==> src/design/lcd_pkg.sv <==
// Shared types and constants for the loop chunk dispatcher.
`timescale 1ns / 1ps

package lcd_pkg;

   localparam int DEF_MAX_WORKERS = 16;

   localparam int CSR_IDX_W = 2;
   localparam logic [CSR_IDX_W-1:0] CSR_SCHEDULE_MODE = 2'd0;
   localparam logic [CSR_IDX_W-1:0] CSR_CHUNK_SIZE    = 2'd1;
   localparam logic [CSR_IDX_W-1:0] CSR_TEAM_REQUEST  = 2'd2;

   localparam logic [6:0] TEAM_REQUEST_RESET = 7'd16;

   typedef enum logic [1:0] {
      MODE_STATIC  = 2'd0,
      MODE_DYNAMIC = 2'd1,
      MODE_GUIDED  = 2'd2,
      MODE_STEAL   = 2'd3
   } mode_type;

   typedef enum logic {
      OP_START = 1'b0,
      OP_CLAIM = 1'b1
   } op_type;

   typedef enum logic [3:0] {
      ST_IDLE,
      ST_DIV,
      ST_FILL,
      ST_DYN,
      ST_GUIDE,
      ST_GUIDE_FIN,
      ST_STATIC_EV,
      ST_STEAL_RD,
      ST_STEAL_EV,
      ST_RESP
   } state_type;

endpackage

==> src/design/loop_chunk_dispatcher.sv <==
// Loop chunk dispatcher: sequencer around one shared divider and one share memory.
`timescale 1ns / 1ps
// A start item runs the 32-step restoring divider, then one share write per team
//   member; a dynamic or static claim is one evaluation, a guided claim runs the
//   divider again; a steal claim tries the own share first, else scans the team
//   with one memory read and one evaluation per member scanned.
// Throughput: one item at a time; the next item is taken once the result is loaded
//   into the output register. Reset clears control, configuration and job state.

module loop_chunk_dispatcher #(
   parameter int MAX_WORKERS = lcd_pkg::DEF_MAX_WORKERS
) (
   input  logic                          clock,
   input  logic                          reset,
   input  logic                          req_valid,
   output logic                          req_ready,
   input  logic                          req_op,
   input  logic [5:0]                    req_worker_id,
   input  logic signed [31:0]            req_loop_first,
   input  logic signed [31:0]            req_loop_limit,
   output logic                          rsp_valid,
   input  logic                          rsp_ready,
   output logic                          rsp_granted,
   output logic signed [31:0]            rsp_range_begin,
   output logic signed [31:0]            rsp_range_end,
   output logic                          rsp_job_done,
   output logic [6:0]                    rsp_team_in_use,
   input  logic                          csr_we,
   input  logic [lcd_pkg::CSR_IDX_W-1:0] csr_index,
   input  logic [31:0]                   csr_wdata
);

   localparam int IDX_W = (MAX_WORKERS > 1) ? $clog2(MAX_WORKERS) : 1;
   localparam logic [6:0] MAX_W7 = 7'(MAX_WORKERS);

   lcd_pkg::state_type state_ff, state_in;

   lcd_pkg::mode_type mode_ff;
   logic [31:0]       chunk_ff;
   logic [6:0]        team_req_ff;

   logic [31:0] origin_ff, origin_in;
   logic [31:0] trip_ff, trip_in;
   logic [31:0] shared_ff, shared_in;
   logic [6:0]  team_ff, team_in;

   logic [5:0]       who_ff, who_in;
   logic             own_ff, own_in;
   logic [6:0]       scan_ff, scan_in;
   logic [IDX_W-1:0] idx_ff, idx_in;
   logic [31:0]      fill_pos_ff, fill_pos_in;
   logic             is_start_ff, is_start_in;

   logic [31:0] div_q_ff, div_q_in;
   logic [6:0]  div_r_ff, div_r_in;
   logic [6:0]  div_d_ff, div_d_in;
   logic [4:0]  div_cnt_ff, div_cnt_in;

   logic        res_granted_ff, res_granted_in;
   logic        res_done_ff, res_done_in;
   logic [31:0] res_lo_ff, res_lo_in;
   logic [31:0] res_hi_ff, res_hi_in;

   logic        rsp_valid_ff, rsp_valid_in;
   logic        rsp_granted_ff, rsp_granted_in;
   logic [31:0] rsp_begin_ff, rsp_begin_in;
   logic [31:0] rsp_end_ff, rsp_end_in;
   logic        rsp_done_ff, rsp_done_in;
   logic [6:0]  rsp_team_ff, rsp_team_in;

   // share memory: {cursor, end} per team member, offsets from the job origin
   logic [63:0]      share_mem [MAX_WORKERS];
   logic [63:0]      mem_rd_ff;
   logic             mem_we;
   logic [IDX_W-1:0] mem_waddr;
   logic [63:0]      mem_wdata;
   logic [IDX_W-1:0] mem_raddr;

   logic [32:0] span;
   logic        span_pos;
   logic [6:0]  team_cap;
   logic [6:0]  team_clamp;
   logic [31:0] step;
   logic [7:0]  div_tmp;
   logic        div_ge;
   logic [7:0]  div_sub;
   logic [31:0] fill_cnt;
   logic [31:0] fill_next;
   logic [31:0] rd_cur;
   logic [31:0] rd_end;
   logic [32:0] steal_sum;
   logic [31:0] steal_stop;
   logic [32:0] dyn_sum;
   logic [31:0] dyn_stop;
   logic [31:0] piece;
   logic        accept;

   assign req_ready = (state_ff == lcd_pkg::ST_IDLE);
   assign accept    = req_valid && req_ready;

   assign rsp_valid       = rsp_valid_ff;
   assign rsp_granted     = rsp_granted_ff;
   assign rsp_range_begin = rsp_begin_ff;
   assign rsp_range_end   = rsp_end_ff;
   assign rsp_job_done    = rsp_done_ff;
   assign rsp_team_in_use = rsp_team_ff;

   // datapath helpers
   assign span     = {req_loop_limit[31], req_loop_limit} - {req_loop_first[31], req_loop_first};
   assign span_pos = !span[32] && (span[31:0] != 32'd0);
   assign team_cap = (team_req_ff > MAX_W7) ? MAX_W7 : team_req_ff;

   always_comb begin
      team_clamp = team_cap;
      if (span[31:0] < {25'd0, team_cap}) begin
         team_clamp = span[6:0];
      end
      if (team_clamp == 7'd0) begin
         team_clamp = 7'd1;
      end
   end

   assign step    = (chunk_ff == 32'd0) ? 32'd1 : chunk_ff;
   assign div_tmp = {div_r_ff, div_q_ff[31]};
   assign div_ge  = (div_tmp >= {1'b0, div_d_ff});
   assign div_sub = div_tmp - {1'b0, div_d_ff};

   assign fill_cnt  = div_q_ff + {31'd0, (scan_ff < div_r_ff)};
   assign fill_next = fill_pos_ff + fill_cnt;

   assign rd_cur     = mem_rd_ff[63:32];
   assign rd_end     = mem_rd_ff[31:0];
   assign steal_sum  = {1'b0, rd_cur} + {1'b0, step};
   assign steal_stop = (steal_sum > {1'b0, rd_end}) ? rd_end : steal_sum[31:0];
   assign dyn_sum    = {1'b0, shared_ff} + {1'b0, step};
   assign dyn_stop   = (dyn_sum > {1'b0, trip_ff}) ? trip_ff : dyn_sum[31:0];
   assign piece      = (div_q_ff == 32'd0) ? 32'd1 : div_q_ff;

   always_comb begin
      state_in       = state_ff;
      origin_in      = origin_ff;
      trip_in        = trip_ff;
      shared_in      = shared_ff;
      team_in        = team_ff;
      who_in         = who_ff;
      own_in         = own_ff;
      scan_in        = scan_ff;
      idx_in         = idx_ff;
      fill_pos_in    = fill_pos_ff;
      is_start_in    = is_start_ff;
      div_q_in       = div_q_ff;
      div_r_in       = div_r_ff;
      div_d_in       = div_d_ff;
      div_cnt_in     = div_cnt_ff;
      res_granted_in = res_granted_ff;
      res_done_in    = res_done_ff;
      res_lo_in      = res_lo_ff;
      res_hi_in      = res_hi_ff;
      rsp_valid_in   = rsp_valid_ff && !rsp_ready;
      rsp_granted_in = rsp_granted_ff;
      rsp_begin_in   = rsp_begin_ff;
      rsp_end_in     = rsp_end_ff;
      rsp_done_in    = rsp_done_ff;
      rsp_team_in    = rsp_team_ff;
      mem_we         = 1'b0;
      mem_waddr      = idx_ff;
      mem_wdata      = mem_rd_ff;
      mem_raddr      = idx_ff;

      unique case (state_ff)
         lcd_pkg::ST_IDLE: begin
            if (accept) begin
               res_granted_in = 1'b0;
               res_done_in    = 1'b1;
               if (lcd_pkg::op_type'(req_op) == lcd_pkg::OP_START) begin
                  origin_in = req_loop_first;
                  shared_in = 32'd0;
                  if (!span_pos) begin
                     trip_in  = 32'd0;
                     team_in  = 7'd0;
                     state_in = lcd_pkg::ST_RESP;
                  end else begin
                     trip_in     = span[31:0];
                     team_in     = team_clamp;
                     div_q_in    = span[31:0];
                     div_r_in    = 7'd0;
                     div_d_in    = team_clamp;
                     div_cnt_in  = 5'd0;
                     is_start_in = 1'b1;
                     res_done_in = 1'b0;
                     state_in    = lcd_pkg::ST_DIV;
                  end
               end else begin
                  who_in    = req_worker_id;
                  idx_in    = IDX_W'(req_worker_id);
                  mem_raddr = IDX_W'(req_worker_id);
                  unique case (mode_ff)
                     lcd_pkg::MODE_STATIC: begin
                        if ({1'b0, req_worker_id} < team_ff) begin
                           state_in = lcd_pkg::ST_STATIC_EV;
                        end else begin
                           state_in = lcd_pkg::ST_RESP;
                        end
                     end
                     lcd_pkg::MODE_DYNAMIC: state_in = lcd_pkg::ST_DYN;
                     lcd_pkg::MODE_GUIDED:  state_in = lcd_pkg::ST_GUIDE;
                     lcd_pkg::MODE_STEAL: begin
                        scan_in = 7'd0;
                        if ({1'b0, req_worker_id} < team_ff) begin
                           own_in   = 1'b1;
                           state_in = lcd_pkg::ST_STEAL_EV;
                        end else begin
                           own_in   = 1'b0;
                           state_in = lcd_pkg::ST_STEAL_RD;
                        end
                     end
                  endcase
               end
            end
         end

         lcd_pkg::ST_DIV: begin
            // one quotient bit per cycle
            div_q_in   = {div_q_ff[30:0], div_ge};
            div_r_in   = div_ge ? div_sub[6:0] : div_tmp[6:0];
            div_cnt_in = div_cnt_ff + 5'd1;
            if (div_cnt_ff == 5'd31) begin
               if (is_start_ff) begin
                  scan_in     = 7'd0;
                  fill_pos_in = 32'd0;
                  state_in    = lcd_pkg::ST_FILL;
               end else begin
                  state_in = lcd_pkg::ST_GUIDE_FIN;
               end
            end
         end

         lcd_pkg::ST_FILL: begin
            mem_we      = 1'b1;
            mem_waddr   = scan_ff[IDX_W-1:0];
            mem_wdata   = {fill_pos_ff, fill_next};
            fill_pos_in = fill_next;
            scan_in     = scan_ff + 7'd1;
            if (scan_ff == team_ff - 7'd1) begin
               state_in = lcd_pkg::ST_RESP;
            end
         end

         lcd_pkg::ST_DYN: begin
            if (shared_ff < trip_ff) begin
               res_granted_in = 1'b1;
               res_done_in    = 1'b0;
               res_lo_in      = shared_ff;
               res_hi_in      = dyn_stop;
               shared_in      = dyn_stop;
            end
            state_in = lcd_pkg::ST_RESP;
         end

         lcd_pkg::ST_GUIDE: begin
            if (shared_ff < trip_ff) begin
               div_q_in    = trip_ff - shared_ff;
               div_r_in    = 7'd0;
               div_d_in    = (team_ff == 7'd0) ? 7'd1 : team_ff;
               div_cnt_in  = 5'd0;
               is_start_in = 1'b0;
               state_in    = lcd_pkg::ST_DIV;
            end else begin
               state_in = lcd_pkg::ST_RESP;
            end
         end

         lcd_pkg::ST_GUIDE_FIN: begin
            res_granted_in = 1'b1;
            res_done_in    = 1'b0;
            res_lo_in      = shared_ff;
            res_hi_in      = shared_ff + piece;
            shared_in      = shared_ff + piece;
            state_in       = lcd_pkg::ST_RESP;
         end

         lcd_pkg::ST_STATIC_EV: begin
            if (rd_cur < rd_end) begin
               res_granted_in = 1'b1;
               res_done_in    = 1'b0;
               res_lo_in      = rd_cur;
               res_hi_in      = rd_end;
               mem_we         = 1'b1;
               mem_wdata      = {rd_end, rd_end};
            end
            state_in = lcd_pkg::ST_RESP;
         end

         lcd_pkg::ST_STEAL_RD: begin
            priority if (scan_ff >= team_ff) begin
               state_in = lcd_pkg::ST_RESP;
            end else if (scan_ff == {1'b0, who_ff}) begin
               scan_in = scan_ff + 7'd1;
            end else begin
               idx_in    = scan_ff[IDX_W-1:0];
               mem_raddr = scan_ff[IDX_W-1:0];
               state_in  = lcd_pkg::ST_STEAL_EV;
            end
         end

         lcd_pkg::ST_STEAL_EV: begin
            if (rd_cur < rd_end) begin
               res_granted_in = 1'b1;
               res_done_in    = 1'b0;
               res_lo_in      = rd_cur;
               res_hi_in      = steal_stop;
               mem_we         = 1'b1;
               mem_wdata      = {steal_stop, rd_end};
               state_in       = lcd_pkg::ST_RESP;
            end else begin
               // share empty: after the own share scan from member 0, else go on
               if (own_ff) begin
                  own_in  = 1'b0;
                  scan_in = 7'd0;
               end else begin
                  scan_in = scan_ff + 7'd1;
               end
               state_in = lcd_pkg::ST_STEAL_RD;
            end
         end

         lcd_pkg::ST_RESP: begin
            if (!rsp_valid_ff || rsp_ready) begin
               rsp_valid_in   = 1'b1;
               rsp_granted_in = res_granted_ff;
               rsp_begin_in   = res_granted_ff ? origin_ff + res_lo_ff : 32'd0;
               rsp_end_in     = res_granted_ff ? origin_ff + res_hi_ff : 32'd0;
               rsp_done_in    = res_done_ff;
               rsp_team_in    = team_ff;
               state_in       = lcd_pkg::ST_IDLE;
            end
         end

         default: state_in = lcd_pkg::ST_IDLE;
      endcase
   end

   always_ff @(posedge clock) begin
      if (reset) begin
         state_ff     <= lcd_pkg::ST_IDLE;
         origin_ff    <= 32'd0;
         trip_ff      <= 32'd0;
         shared_ff    <= 32'd0;
         team_ff      <= 7'd0;
         rsp_valid_ff <= 1'b0;
      end else begin
         state_ff     <= state_in;
         origin_ff    <= origin_in;
         trip_ff      <= trip_in;
         shared_ff    <= shared_in;
         team_ff      <= team_in;
         rsp_valid_ff <= rsp_valid_in;
      end
   end

   always_ff @(posedge clock) begin
      who_ff         <= who_in;
      own_ff         <= own_in;
      scan_ff        <= scan_in;
      idx_ff         <= idx_in;
      fill_pos_ff    <= fill_pos_in;
      is_start_ff    <= is_start_in;
      div_q_ff       <= div_q_in;
      div_r_ff       <= div_r_in;
      div_d_ff       <= div_d_in;
      div_cnt_ff     <= div_cnt_in;
      res_granted_ff <= res_granted_in;
      res_done_ff    <= res_done_in;
      res_lo_ff      <= res_lo_in;
      res_hi_ff      <= res_hi_in;
      rsp_granted_ff <= rsp_granted_in;
      rsp_begin_ff   <= rsp_begin_in;
      rsp_end_ff     <= rsp_end_in;
      rsp_done_ff    <= rsp_done_in;
      rsp_team_ff    <= rsp_team_in;
   end

   always_ff @(posedge clock) begin
      if (reset) begin
         mode_ff     <= lcd_pkg::MODE_STATIC;
         chunk_ff    <= 32'd0;
         team_req_ff <= lcd_pkg::TEAM_REQUEST_RESET;
      end else if (csr_we) begin
         unique case (csr_index)
            lcd_pkg::CSR_SCHEDULE_MODE: mode_ff     <= lcd_pkg::mode_type'(csr_wdata[1:0]);
            lcd_pkg::CSR_CHUNK_SIZE:    chunk_ff    <= csr_wdata;
            lcd_pkg::CSR_TEAM_REQUEST:  team_req_ff <= csr_wdata[6:0];
            default: ;
         endcase
      end
   end

   // entries at or above the team size are never used, so no clearing is needed
   always_ff @(posedge clock) begin
      if (mem_we) begin
         share_mem[mem_waddr] <= mem_wdata;
      end
      mem_rd_ff <= share_mem[mem_raddr];
   end

endmodule

==> config.mk <==
export PLATFORM = sky130hd
export DESIGN_NAME = loop_chunk_dispatcher
export DESIGN_NICKNAME = d
export VERILOG_FILES = /design/src/design/lcd_pkg.sv /design/src/design/loop_chunk_dispatcher.sv
export SDC_FILE = /design/constraint.sdc
export NUM_CORES = 2
export LEC_CHECK = 0
export CAP_MARGIN = 0
export CORE_AREA = 2 2 367 369
export DETAILED_ROUTE_END_ITERATION = 10
export DIE_AREA = 0 0 369 371
export DONT_BUFFER_PORTS = 1
export GPL_ROUTABILITY_DRIVEN = 0
export HOLD_SLACK_MARGIN = 0.15
export PLACE_DENSITY_LB_ADDON = 0.2
export SLEW_MARGIN = 20
export SYNTH_ARGS = -nofsm -noshare
export SYNTH_HDL_FRONTEND = slang
export SYNTH_SLANG_ARGS = --single-unit
==> constraint.sdc <==
create_clock -name clock -period 23.3 [get_ports clock]
set_clock_uncertainty 0.1 [all_clocks]
set_input_delay 1.165 -clock clock [delete_from_list [all_inputs] [get_ports clock]]
set_output_delay 1.165 -clock clock [all_outputs]
set_load 0.05 [all_outputs]
==> flow_summary_export.csv <==
group,metric,value,unit
outcome,outcome,"finished, final reports clean",
yosys,yosysTopAreaCell,"edfxtp_1",
power_and_ir_drop,ir_worst_vdd,0.0944,mV
critical_path,cp-start-kind,"flop",
yosys,yosysWarnings,0,
yosys,syn_area,73800,µm²
placement,io_buffers,0,
timing,period_needed,9290,ps
critical_path,arrival,9630,ps
grt,antenna_found_initial,13,
routing,viasPerCell,6.49,
critical_path,crit_required,23640,ps
clock_tree,cts_max_level,4,
critical_path,end_kind,"flop",
timing,timing.final.ws_setup,14010,ps
floorplan,die_h,371,µm
grt,grt-ovfl-total,0,
grt,grt_use_total,0.316,
finish,utilization,0.610,
floorplan,core,133000,µm²
timing,fmax,108,MHz
routing,drt-pass1-iter-count,8,
placement,pre_cts_slack,13570,ps
yosys,postSynthCellCount,6104,
timing,setup_violations,0,
timing,relSlewSlack,0.239,
clock_tree,cts.sinks,1478,
yosys,yosys-top-cells-count,"1,261 x edfxtp_1, 546 x nand2_1, 398 x a21oi_1, 372 x ha_1, 324 x o21ai_0",
clock_tree,insertion_delay,800,ps
yosys,synth_cell_type_count,95,
yosys,synth_most_common_cell,"edfxtp_1",
placement,place_area,75800,µm²
clock_tree,cts_setup_buffers,0,
power_and_ir_drop,p_leak,0.0306,µW
timing,worstMarginPinSlew,1140,ps
finish,drive_above_1_share,0.111,
clock_tree,cts_hold_buf,0,
grt,grt_pass1_vias,48900,
yosys,ys_ff_latch,1478,
timing,rsz0062_at_grt,"false",
run,maxCapViolCount,0,
critical_path,worstSetupPathType,"flop to flop",
floorplan,die_area,137000,µm²
min_path,min_path_type,"input port to flop",
yosys,syn_area_per_cell,12.1,µm²
timing,hold_viol,0,
clock_tree,cts_tree,"yes",
grt,grt_max_degree,140,
routing,post_drt_wl_per_cell,27.8,µm
yosys,post-synth-top-area-fraction,0.513,
routing,num_vias,51600,
critical_path,ff2ff_setup_slack,14010,ps
routing,drtIter0Drc,6379,
floorplan,num_rows,134,
timing,period_share,0.399,
timing,setup_tns,0,ps
floorplan,io_pins,185,
yosys,ys_async_sr_fraction,0,
placement,place_hpwl,146,mm
power_and_ir_drop,power_density,144,nW/µm²
clock_tree,cts_buffer_depth,3,
floorplan,start_util,0.556,
critical_path,path_max_fanout,23,
routing,drcViolationCount,0,
clock_tree,root_buffer,"clkbuf_16",
yosys,synth-edff-count,1261,
finish,final_area,81000,µm²
floorplan,fp.dieW,369,µm
yosys,ys_seq_area_frac,0.572,
yosys,synth_flop_cell,"edfxtp_1",
finish,area_delta_synth_final,9.77,%
timing,slew_violations,0,
grt,grt_pass1_wl,319,mm
clock_tree,clk_pin_slew,60,ps
routing,wl,221,mm
clock_tree,ctsResizeCount,0,
yosys,netlist_top_cells_area,"edfxtp_1 51%, ha_1 6.3%, dfxtp_1 5.9%, mux2i_1 4.1%, mux2_2 3.9%",
finish,nets,6532,
clock_tree,numCtsBuffers,153,
routing,ant_nets,0,
[per-stage QoR]
stage	hold WS, ps	instances	total power [µW]
6_report	337	7947	11700
5_1_grt	319	7946	12200
4_1_cts	295	7939	11600
3_5_place_dp	366	7652	9100
3_3_place_gp	361	7652	8990
2_1_floorplan	300	6105	7530
[power by group]
group | internal [µW] | switching, µW | total [µW] | leakage (µW)
clock | 1410 | 1050 | 2470 | 0.00246
combinational | 1850 | 3170 | 5020 | 0.0149
sequential | 3780 | 427 | 4210 | 0.0132
total | 7050 | 4650 | 11700 | 0.0306
[placed cells by master (no fill, tap or decap), drive strengths merged, types with 164 or more instances in the layout]
master | netlist | routed
edfxtp | 1261 | 1261
mux2i | 302 | 302
nand2 | 546 | 546
a21o | 164 | 164
dfxtp | 217 | 217
a21oi | 399 | 399
inv | 235 | 245
o21ai | 335 | 335
mux2 | 259 | 259
ha | 372 | 372
clkbuf | 234 | 214
nor2 | 250 | 250
[worst paths after layout]
path / depth (start not counted) / endpoint / start
setup / recovery: 27 / share_mem[5][39] / chunk_ff[25]
hold / removal: 1 / rsp_valid / reset
setup reg to reg: 27 / share_mem[5][39] / chunk_ff[25]
hold reg to reg: 2 / team_req_ff[4] / team_req_ff[4]
[routing by layer]
metal,track usage,part of all wire,vias up
met5,0,0.00039,-
met1,0.419,0.39,25400
met4,0.156,0.051,12
met2,0.492,0.45,2713
li1,-,-,23000
met3,0.0687,0.10,447
[cells by family after synthesis]
group,Yosys count,synth area share
multiplexers,561,0.0805
AO/OA/AOI/OAI,1551,0.138
buffers and inverters,554,0.0297
flip-flops,1478,0.572
AND/OR/NAND/NOR,1338,0.0855
other,1,0.0000508
XOR/XNOR,231,0.0274
adder cells (fa/ha/maj),390,0.0669
[final cells by class]
class	instances	area (µm²)
Sequential cell	1478	42200
Fill cell	10300	51800
Inverter	236	886
Timing Repair Buffer	98	768
Clock inverter	73	758
Tap cell	1768	2210
Clock buffer	214	4300
Multi-Input combinational cell	4073	29900
Antenna cell	7	17.5
[worst max-delay path, cell delays in order (launching register included)]
cell,delay (ps)
dfxtp_1,350
nor4_1,480
nand4_1,360
o21bai_1,370
ha_1,260
a21o_1,130
maj3_1,210
a31oi_1,130
o221a_2,300
o41ai_2,600
o311ai_1,250
a31oi_1,570
a21o_1,220
a21oi_1,80
xnor2_1,160
ha_1,290
nand3_1,100
nor2_1,120
nand3_1,140
or3_1,400
or3_1,400
or4_1,530
a311o_1,390
nand2b_1,180
a31oi_4,470
buf_16,240
a22oi_1,170
a2bb2oi_1,910
[flip-flops by register name (all words and copies together) (netlist names), 4 cells and up]
register and flops:
div_d_ff 7, share_mem 1024, div_r_ff 7, res_lo_ff 32
chunk_ff 32, state_ff 4, mem_rd_ff 64, scan_ff 7
rsp_range_begin 32, who_ff 6, origin_ff 32, rsp_team_in_use 7
shared_ff 32, idx_ff 4, team_ff 7, div_q_ff 32
div_cnt_ff 5, res_hi_ff 32, rsp_range_end 32, fill_pos_ff 32
trip_ff 32, team_req_ff 7
No activity file was read; power rests on OpenSTA's default activity.
